<file path="config.mk">
export PLATFORM = sky130hd
export DESIGN_NAME = length_prefixed_frame_deframer_core
export DESIGN_NICKNAME = d
export VERILOG_FILES = /design/src/hw/rtl/ldf_pkg.sv /design/src/hw/rtl/ldf_cfg.sv /design/src/hw/rtl/ldf_parse.sv /design/src/hw/rtl/ldf_out.sv /design/src/hw/rtl/length_prefixed_frame_deframer_core.sv
export SDC_FILE = /design/constraint.sdc
export NUM_CORES = 1
export LEC_CHECK = 0
export BUFFER_PORTS_ARGS = -buffer_cell sky130_fd_sc_hd__buf_2
export CORE_ASPECT_RATIO = 0.75
export CORE_MARGIN = 1.5
export CORE_UTILIZATION = 59
export DETAILED_ROUTE_END_ITERATION = 6
export HOLD_SLACK_MARGIN = 0.08
export PLACE_DENSITY = 0.94
export REMOVE_ABC_BUFFERS = 1
export SYNTH_ARGS = -nofsm -noshare
export SYNTH_HDL_FRONTEND = slang
export SYNTH_SLANG_ARGS = --single-unit
</file>
<file path="constraint.sdc">
create_clock -name clk -period 15.95 [get_ports clk]
set_input_delay 3.19 -clock clk [delete_from_list [all_inputs] [get_ports clk]]
set_output_delay 3.19 -clock clk [all_outputs]
set_load 0.005 [all_outputs]
</file>
<file path="src/hw/rtl/ldf_pkg.sv">
`timescale 1ns / 1ps
`default_nettype none
// ----------------------------------------------------------------------------
// ldf_pkg
// Shared constants and types of the length-prefixed frame deframer.
// ----------------------------------------------------------------------------
package ldf_pkg;

	// frame header layout
	localparam logic [2:0] HDR_LEN    = 3'd6;   // header bytes per frame
	localparam logic [2:0] HDR_LAST   = 3'd5;   // slot of the length high byte
	localparam int         BYTE_SHIFT = 8;

	// result kinds
	localparam logic [1:0] KIND_PAYLOAD  = 2'd0;
	localparam logic [1:0] KIND_HDR_ONLY = 2'd1;
	localparam logic [1:0] KIND_OVERSIZE = 2'd2;

	// configuration port
	localparam int          ADDR_W       = 3;
	localparam int          DATA_W       = 32;
	localparam logic        REG_MAX_LEN  = 1'b0;   // register index of max_payload_len
	localparam logic [15:0] MAX_LEN_RST  = 16'd1024;

	// one result beat
	typedef struct packed {
		logic [1:0]  kind;
		logic [7:0]  msg_type;
		logic [7:0]  arg_a;
		logic [7:0]  arg_b;
		logic [7:0]  arg_c;
		logic [15:0] payload_len;
		logic [7:0]  payload_byte;
		logic [15:0] byte_index;
		logic        last_in_frame;
	} ldf_result_t;

endpackage : ldf_pkg
`default_nettype wire

</file>
<file path="src/hw/rtl/ldf_cfg.sv">
`timescale 1ns / 1ps
`default_nettype none
// ----------------------------------------------------------------------------
// ldf_cfg
// APB-style register file holding the maximum accepted payload length.
// ----------------------------------------------------------------------------
module ldf_cfg
	import ldf_pkg::*;
(
	input  wire logic              clk,
	input  wire logic              arst_n,
	input  wire logic              psel,
	input  wire logic              penable,
	input  wire logic              pwrite,
	input  wire logic [ADDR_W-1:0] paddr,
	input  wire logic [DATA_W-1:0] pwdata,
	output logic      [DATA_W-1:0] prdata,
	output logic                   pready,
	output logic      [15:0]       max_len
);

	logic [15:0] max_len_q;
	logic        reg_idx;
	logic        wr_en;

	// registers sit on 4-byte boundaries
	assign reg_idx = paddr[2];
	assign wr_en   = psel && penable && pwrite;
	assign pready  = 1'b1;

	always_ff @(posedge clk or negedge arst_n) begin
		if (!arst_n) begin
			max_len_q <= MAX_LEN_RST;
		end else if (wr_en && (reg_idx == REG_MAX_LEN)) begin
			max_len_q <= pwdata[15:0];
		end
	end

	// read back
	always_comb begin
		prdata = '0;
		if (reg_idx == REG_MAX_LEN) begin
			prdata = {{(DATA_W-16){1'b0}}, max_len_q};
		end
	end

	assign max_len = max_len_q;

endmodule : ldf_cfg
`default_nettype wire

</file>
<file path="src/hw/rtl/ldf_parse.sv">
`timescale 1ns / 1ps
`default_nettype none
// ----------------------------------------------------------------------------
// ldf_parse
// Input register and frame parser: header capture, length check, payload
// tagging and the sticky error flag.
// ----------------------------------------------------------------------------
module ldf_parse
	import ldf_pkg::*;
(
	input  wire logic        clk,
	input  wire logic        arst_n,
	input  wire logic        in_valid,
	output logic             in_stall,
	input  wire logic [7:0]  data_byte,
	input  wire logic [15:0] max_len,
	input  wire logic        out_ready,
	output logic             res_valid,
	output ldf_result_t      res
);

	logic        valid_s1;
	logic [7:0]  byte_s1;

	logic [7:0]  hs_q [HDR_LEN];
	logic [2:0]  hc_q;
	logic [15:0] pc_q;
	logic        err_q;

	logic        has_res;
	logic        adv;
	logic        accept;
	logic [2:0]  hc_d;
	logic [15:0] pc_d;
	logic        err_d;
	logic        hs_wr;
	logic [15:0] frame_len;
	logic [15:0] hdr_len;
	logic [16:0] idx_inc;

	assign accept   = in_valid && !in_stall;
	assign adv      = valid_s1 && (!has_res || out_ready);
	assign in_stall = valid_s1 && !adv;

	// input register
	always_ff @(posedge clk or negedge arst_n) begin
		if (!arst_n) begin
			valid_s1 <= 1'b0;
		end else if (accept) begin
			valid_s1 <= 1'b1;
		end else if (adv) begin
			valid_s1 <= 1'b0;
		end
	end

	always_ff @(posedge clk) begin
		if (accept) begin
			byte_s1 <= data_byte;
		end
	end

	// length as stored, and as it reads once the current byte lands in slot 5
	assign frame_len = {hs_q[HDR_LAST], hs_q[4]};
	assign hdr_len   = {byte_s1, hs_q[4]};
	assign idx_inc   = {1'b0, pc_q} + 17'd1;

	// per-beat decode
	always_comb begin
		has_res = 1'b0;
		hs_wr   = 1'b0;
		hc_d    = hc_q;
		pc_d    = pc_q;
		err_d   = err_q;
		res     = '0;
		res.msg_type = hs_q[0];
		res.arg_a    = hs_q[1];
		res.arg_b    = hs_q[2];
		res.arg_c    = hs_q[3];
		res.payload_len = frame_len;
		if (err_q) begin
			// dropped
		end else if (hc_q < HDR_LEN) begin
			hs_wr = 1'b1;
			hc_d  = hc_q + 3'd1;
			if (hc_q == HDR_LAST) begin
				pc_d = '0;
				res.payload_len   = hdr_len;
				res.last_in_frame = 1'b1;
				if (hdr_len > max_len) begin
					has_res  = 1'b1;
					err_d    = 1'b1;
					res.kind = KIND_OVERSIZE;
				end else if (hdr_len == 16'd0) begin
					has_res  = 1'b1;
					hc_d     = '0;
					res.kind = KIND_HDR_ONLY;
				end
			end
		end else begin
			// payload beat
			has_res           = 1'b1;
			res.kind          = KIND_PAYLOAD;
			res.payload_byte  = byte_s1;
			res.byte_index    = pc_q;
			res.last_in_frame = idx_inc >= {1'b0, frame_len};
			if (res.last_in_frame) begin
				hc_d = '0;
				pc_d = '0;
			end else begin
				pc_d = idx_inc[15:0];
			end
		end
	end

	assign res_valid = adv && has_res;

	// parser state
	always_ff @(posedge clk or negedge arst_n) begin
		if (!arst_n) begin
			hc_q  <= '0;
			pc_q  <= '0;
			err_q <= 1'b0;
			for (int i = 0; i < HDR_LEN; i++) begin
				hs_q[i] <= '0;
			end
		end else if (adv) begin
			hc_q  <= hc_d;
			pc_q  <= pc_d;
			err_q <= err_d;
			if (hs_wr) begin
				hs_q[hc_q] <= byte_s1;
			end
		end
	end

	// the error flag is sticky
	a_err_sticky: assert property (@(posedge clk) disable iff (!arst_n)
		err_q |=> err_q)
		else $error("error flag cleared without reset");

	// header count never passes the header length
	a_hc_range: assert property (@(posedge clk) disable iff (!arst_n)
		hc_q <= HDR_LEN)
		else $error("header count out of range");

	// payload bytes are counted only in the payload phase
	a_pc_phase: assert property (@(posedge clk) disable iff (!arst_n)
		(pc_q != 16'd0) |-> (hc_q == HDR_LEN))
		else $error("payload count set outside payload phase");

	// an oversize result latches the error
	a_err_set: assert property (@(posedge clk) disable iff (!arst_n)
		(res_valid && (res.kind == KIND_OVERSIZE)) |=> err_q)
		else $error("oversize result without error latch");

endmodule : ldf_parse
`default_nettype wire

</file>
<file path="src/hw/rtl/ldf_out.sv">
`timescale 1ns / 1ps
`default_nettype none
// ----------------------------------------------------------------------------
// ldf_out
// Result register: holds one result beat until the sink takes it.
// ----------------------------------------------------------------------------
module ldf_out
	import ldf_pkg::*;
(
	input  wire logic        clk,
	input  wire logic        arst_n,
	input  wire logic        res_valid,
	input  wire ldf_result_t res,
	output logic             out_ready,
	output logic             out_valid,
	input  wire logic        out_stall,
	output ldf_result_t      out_data
);

	logic        valid_q;
	ldf_result_t data_q;

	// free when empty or draining this cycle
	assign out_ready = !valid_q || !out_stall;

	always_ff @(posedge clk or negedge arst_n) begin
		if (!arst_n) begin
			valid_q <= 1'b0;
		end else if (out_ready) begin
			valid_q <= res_valid;
		end
	end

	always_ff @(posedge clk) begin
		if (out_ready && res_valid) begin
			data_q <= res;
		end
	end

	assign out_valid = valid_q;
	assign out_data  = data_q;

endmodule : ldf_out
`default_nettype wire

</file>
<file path="src/hw/rtl/length_prefixed_frame_deframer_core.sv">
`timescale 1ns / 1ps
`default_nettype none
// ----------------------------------------------------------------------------
// length_prefixed_frame_deframer_core
// Byte-stream deframer for frames of a six-byte header plus payload.
// ----------------------------------------------------------------------------
// Takes one received byte per beat and accepts a new byte every cycle while
// the result sink keeps up; a byte is registered on entry and its result, if
// any, is loaded into the result register once that register is free, which
// raises out_valid. Header bytes other than the sixth give no result. A
// zero-length header gives a single header-only result, a length above
// max_payload_len gives one error result and then all later bytes are
// dropped until reset. Each payload byte comes out tagged with the header
// fields, its index and a last marker. Backpressure from out_stall reaches
// in_stall in the same cycle only for bytes that produce a result.
// ----------------------------------------------------------------------------
module length_prefixed_frame_deframer_core
	import ldf_pkg::*;
(
	input  wire logic              clk,
	input  wire logic              arst_n,
	// configuration
	input  wire logic              psel,
	input  wire logic              penable,
	input  wire logic              pwrite,
	input  wire logic [ADDR_W-1:0] paddr,
	input  wire logic [DATA_W-1:0] pwdata,
	output logic      [DATA_W-1:0] prdata,
	output logic                   pready,
	// input bytes
	input  wire logic              in_valid,
	output logic                   in_stall,
	input  wire logic [7:0]        data_byte,
	// results
	output logic                   out_valid,
	input  wire logic              out_stall,
	output logic      [1:0]        kind,
	output logic      [7:0]        msg_type,
	output logic      [7:0]        arg_a,
	output logic      [7:0]        arg_b,
	output logic      [7:0]        arg_c,
	output logic      [15:0]       payload_len,
	output logic      [7:0]        payload_byte,
	output logic      [15:0]       byte_index,
	output logic                   last_in_frame
);

	logic [15:0] max_len;
	logic        out_ready;
	logic        res_valid;
	ldf_result_t res;
	ldf_result_t out_data;

	ldf_cfg u_cfg (
		.clk     (clk),
		.arst_n  (arst_n),
		.psel    (psel),
		.penable (penable),
		.pwrite  (pwrite),
		.paddr   (paddr),
		.pwdata  (pwdata),
		.prdata  (prdata),
		.pready  (pready),
		.max_len (max_len)
	);

	ldf_parse u_parse (
		.clk       (clk),
		.arst_n    (arst_n),
		.in_valid  (in_valid),
		.in_stall  (in_stall),
		.data_byte (data_byte),
		.max_len   (max_len),
		.out_ready (out_ready),
		.res_valid (res_valid),
		.res       (res)
	);

	ldf_out u_out (
		.clk       (clk),
		.arst_n    (arst_n),
		.res_valid (res_valid),
		.res       (res),
		.out_ready (out_ready),
		.out_valid (out_valid),
		.out_stall (out_stall),
		.out_data  (out_data)
	);

	assign kind          = out_data.kind;
	assign msg_type      = out_data.msg_type;
	assign arg_a         = out_data.arg_a;
	assign arg_b         = out_data.arg_b;
	assign arg_c         = out_data.arg_c;
	assign payload_len   = out_data.payload_len;
	assign payload_byte  = out_data.payload_byte;
	assign byte_index    = out_data.byte_index;
	assign last_in_frame = out_data.last_in_frame;

endmodule : length_prefixed_frame_deframer_core
`default_nettype wire

</file>
== Word level (Yosys, flattened, before mapping) ==
Cells that the tools add are included.

* Bits in writable memories: 0
* Register bits: 169
* Memories kept: 0
* Output and inout port bits: 110
* ROM bits: 0
* Latch bits: 0
* Input bits: 50
* Word-level logic and storage cells: 95

* $add $sub $neg: 2
* Bitwise logic cells: 5
* Divide/modulo/power cells: 0
* Shift operators: 0
* Reductions and logical operators: 25
* Muxes and demuxes: 33
* Magnitude comparators: 5
* Multipliers: 0
* Eq/ne operators: 2

{| class="wikitable"
|+ Operator list
! cell !! number
|-
| $mux W16 || 6
|-
| $bwmux W48 || 1
|-
| $mux W41 || 1
|-
| $demux W8 S3 || 1
|-
| $mux W24 || 1
|-
| $add A16 B1 Y17 const B || 1
|-
| $ge A17 B16 Y1 || 1
|-
| $gt A16 B16 Y1 || 1
|-
| $logic_not A16 Y1 || 1
|-
| $mux W1 || 16
|-
| $mux W3 || 5
|-
| $logic_and A1 B1 Y1 || 9
|-
| $mux W8 || 1
|-
| $reduce_and A3 Y1 || 2
|-
| $logic_not A1 Y1 || 5
|-
| $ge A4 B4 Y1 const B || 1
|-
| $lt A4 B1 Y1 const B || 1
|-
| $not A1 Y1 || 4
|-
| $not A3 Y4 || 1
|-
| $reduce_bool A2 Y1 || 2
|-
| $reduce_or A4 Y1 || 1
|-
| $add A3 B1 Y3 const B || 1
|-
| $eq A3 B3 Y1 const B || 1
|-
| $lt A3 B3 Y1 const B || 1
|-
| other kinds (6) || 7
|}

== Depth between registers and ports, before layout ==
* Depth in word-level cells: 14
* Mapped depth: 15
* Mapped depth without buffers: 14

== Cells and area by module ==
Synthesis repeated with hierarchy kept, for this count alone.

* Cell total of the unflattened synthesis: 599
* Area, all modules: 7737.4 µm²

{| class="wikitable"
|+ By module, submodules not included
! module !! area an instance (µm²) !! times used !! cells an instance
|-
| ldf_parse || 4536.9 || 1 || 450
|-
| ldf_out || 2299.7 || 1 || 79
|-
| ldf_cfg || 900.9 || 1 || 70
|}

== Worst setup path after synthesis ==
No wires, ideal clock.

* Kind: input to register
* Start point: in out_stall
* End point: reg u_out.data_q (netlist bit u_out.out_data[0]), enable pin
* Stages: 1
* Slack: 8.669 ns
* Data arrival time: 6.748 ns
* Cell sequence: a21oi_1

* Word-level cells in the longest chain between the ends: 6

{| class="wikitable"
|+ Ends and longest elaborated chain
! element !! RTL line !! RTL
|-
| start, declared || length_prefixed_frame_deframer_core.sv:36 || <nowiki>input wire logic out_stall,</nowiki>
|-
| $logic_not A1 Y1 * || ldf_out.sv:24 || <nowiki>assign out_ready = !valid_q || !out_stall;</nowiki>
|-
| $logic_or A1 B1 Y1 * || ldf_out.sv:24 ||
|-
| $logic_or A1 B1 Y1 || ldf_parse.sv:42 || <nowiki>assign adv = valid_s1 && (!has_res || out_ready);</nowiki>
|-
| $logic_and A1 B1 Y1 || ldf_parse.sv:42 ||
|-
| $logic_and A1 B1 Y1 || ldf_parse.sv:115 || <nowiki>assign res_valid = adv && has_res;</nowiki>
|-
| $logic_and A1 B1 Y1 * || ldf_out.sv:35 || <nowiki>if (out_ready && res_valid) begin</nowiki>
|-
| end signal, assigned || ldf_out.sv:36 || <nowiki>data_q <= res;</nowiki>
|-
| end, declared || ldf_out.sv:21 || <nowiki>ldf_result_t data_q;</nowiki>
|}

Every way passes the cells marked *; elsewhere a longest branch is shown, timed or not.
A chain may end at the register's enable or synchronous reset.

== Final worst setup path ==
* Start point: in out_stall
* End point: out in_stall

* Word-level cells in the longest chain between the ends: 6

{| class="wikitable"
|+ Ends and longest elaborated chain
! element !! RTL line !! RTL
|-
| $logic_not A1 Y1 || ldf_out.sv:24 ||
|-
| $logic_or A1 B1 Y1 || ldf_out.sv:24 ||
|-
| $logic_or A1 B1 Y1 || ldf_parse.sv:42 ||
|-
| $logic_and A1 B1 Y1 || ldf_parse.sv:42 ||
|-
| $logic_not A1 Y1 || ldf_parse.sv:43 || <nowiki>assign in_stall = valid_s1 && !adv;</nowiki>
|-
| $logic_and A1 B1 Y1 || ldf_parse.sv:43 ||
|-
| end, declared || length_prefixed_frame_deframer_core.sv:32 || <nowiki>output logic in_stall,</nowiki>
|}

No other way between the ends.

==> metrics.cfg <==
[layout]
multi_input_area_um2 = 2680
fillers = 835
drive_gt1_share_pct = 33.99
layout.nets = 778
post_layout_nonfiller_instances = 872
areaGrowthSynthToFinish_pct = 17.10
num_antenna_cells = 0
regArea_um2 = 4646
fin_util_pct = 71.72

[synth]
netlist_top_cells_count = 85 x dfrtp_1, 83 x edfxtp_1, 56 x mux2_2, 36 x inv_1, 35 x ha_1
async_flop_share_pct = 50.89
yosysTopAreaCell = edfxtp_1
ys_ff_latch = 169
synth.area.top_cells = edfxtp_1 33%, dfrtp_1 28%, mux2_2 8.3%
syn_area_per_cell_um2 = 13.41
netlist.area_leader.share_pct = 32.72
syn_inst = 568
ys_types = 59
yosysSeqAreaShare_pct = 60.99
synthFlopType = dfrtp_1
yosysWarnings = 0
synth_edf_count = 83
netlist_area_um2 = 7617
yosysMostFrequentCell = dfrtp_1

[detailed_routing]
wl_mm = 16.00
drtIter0Drc = 463
drc = 0
ant_nets = 0
wl_per_cell_um = 18.35
drt-vias-per-instance = 5.690
first_pass_iters = 5
dr_total_vias = 4962

[setup_path]
path_cells = buf_2, nand2_1, nor2_1, buf_2
startpoint_type = input pin
cp.arrival_ns = 3.79
crit_family = simple AND/OR/NAND/NOR gates
critPathRequiredTime_ns = 12.76
max_stage_delay_ns = 0.19
end_kind = output port
crit_fanout = 4
path_buf_inv = 2
cp_slowest_cell = nor2_1
crit_path_frequent_cell = buf_2
crit_type = in -> out

[floorplan]
die_h_um = 101.4
rows = 35
design.portCount = 160
coreArea_um2 = 12440
die_w_um = 134.2
die_area_um2 = 13610
start_util_pct = 61.25

[timing]
period_minus_slack_ns = 6.975
max_freq_mhz = 143.4
finalSetupTns_ns = 0
hold_viol = 0
slew_headroom_pct = 26.81
tightest_slew_ns = 1.098
whs_ns = 0.4403
grt_setup_unrepaired = no
fin_crit_sh_pct = 43.73
drv_slew = 0
skew_ns = 0.008940
setup_viol = 0

[global_routing]
grt_pass1_vias = 4907
grt_pass1_wl_mm = 25.39
grt-ovfl-total = 0
grt_usage_pct = 24.79
grt_max_degree = 87
antenna_found_initial = 0

[worst_hold_path]
hold_path.class = reg -> reg

[pwr]
powerDensity_nw_per_um2 = 166.9
p_leak_nw = 3.940
power.clock.fraction_pct = 27.9
total_power_mw = 1.489
switching_share_pct = 31.75
combPwrFrac_pct = 25.7
ir_drop_v = 0.00008456
p_switching_mw = 0.4726
seqPwrFrac_pct = 46.3
p_int_mw = 1.016

[cts]
h-tree-depth = 4
ctsRootBufferMaster = clkbuf_16
cts_made_buffers = 17
post_cts_buffers = 0
cts_tree = yes
cts_resized = 0
clock_latency_ns = 0.42
clk_pin_slew_ns = 0.07
cts.sinks = 169
postCtsHoldBufs = 0
cts_buffer_depth = 2

[placement]
port_buffers = 124
gp_congestion = 0.8441
dp.cells = 840
dpl.hpwl_mm = 11.00

[run]
max_cap_violations = 0

[run_status]
status = completed

## per-layer routing
metal / GRT usage [%] / up-vias / wire (µm)
met3: 6.707 / 31 / 1246
met4: 9.760 / 0 / 317
met5: 0 / - / 0
met2: 40.08 / 239 / 7600
li1: - / 2261 / -
met1: 32.49 / 2431 / 6838
## cells by family after synthesis
family | Yosys count | share of synthesized area, %
multiplexers | 64 | 9.855
AO/OA/AOI/OAI | 71 | 7.080
AND/OR/NAND/NOR | 140 | 9.905
buffers and inverters | 73 | 4.714
flip-flops | 169 | 60.99
adder cells (fa/ha/maj) | 35 | 5.749
XOR/XNOR | 14 | 1.610
other | 2 | 0.09859
## flip-flops by register name, indices dropped and copies added, names as in the netlist
register and flops:
u_parse.pc_q 16, u_out.out_data 75, u_parse.byte_s1 8, u_parse.err_q 1
u_cfg.max_len 16, u_parse.valid_s1 1, u_parse.frame_len 16, u_parse.hc_q 3
u_out.out_valid 1, u_parse.res 32
## power groups by stage
stage	sequential (mW)	clock, mW	combinational, mW
after floorplan	0.668	0	0.265
after global placement	0.687	0	0.344
after detailed placement	0.696	0	0.377
after CTS	0.688	0.420	0.382
after global routing	0.703	0.440	0.422
final	0.690	0.416	0.383
## cells in the final DEF, fill, tap and decap left out, types with 3 or more instances in the layout
cell type / Yosys / layout
buf_2: 8 / 123
dfrtp_1: 85 / 85
edfxtp_1: 83 / 83
mux2_2: 56 / 56
inv_1: 36 / 36
ha_1: 35 / 35
nor2_1: 33 / 33
nand2_1: 32 / 32
and2_1: 22 / 22
o21ai_0: 17 / 17
conb_1: 2 / 17
clkbuf_16: 0 / 17
a21oi_1: 11 / 10
nand4_1: 9 / 9
xnor2_1: 9 / 9
a22o_1: 8 / 8
mux2_4: 8 / 8
nand3_1: 8 / 8
or3_1: 5 / 5
xor2_1: 5 / 5
nor4_1: 5 / 5
clkinv_4: 0 / 5
o21bai_1: 4 / 4
nor2b_1: 4 / 4
a2bb2oi_1: 4 / 4
o31ai_2: 4 / 4
buf_4: 18 / 4
and3_1: 3 / 3
nand2b_1: 3 / 3
o21ai_1: 3 / 3
inv_6: 0 / 3
## metrics by stage
stage	cell area [µm²]	worst slack, ns
after floorplan	7453	8.669
after global placement	8318	8.980
after detailed placement	8318	8.985
after CTS	8920	8.983
after global routing	8920	8.917
final	8920	8.975
## cell type report
cell class                      instances  area share, %
Inverter                               37          1.557
Timing Repair Buffer                  127          7.238
Tap cell                              166          2.329
Multi-Input combinational cell        341          30.05
Clock inverter                         14          1.824
Clock buffer                           18          4.924
Sequential cell                       169          52.08
## worst paths after layout
path                                       from            endpoint  slack (ns)  cells after the start
worst max-delay path                  out_stall            in_stall        8.97                      4
worst min-delay path            u_parse.res[59]  u_out.out_data[59]        0.44                      0
worst max register to register  u_parse.pc_q[0]     u_parse.pc_q[1]       11.53                     13
worst min register to register  u_parse.res[59]  u_out.out_data[59]        0.44                      0
max in group asynchronous                arst_n    u_parse.pc_q[12]       12.28                      1
min in group asynchronous                arst_n     u_parse.pc_q[1]        2.93                      1
No activity file was read; power rests on OpenSTA's default activity.
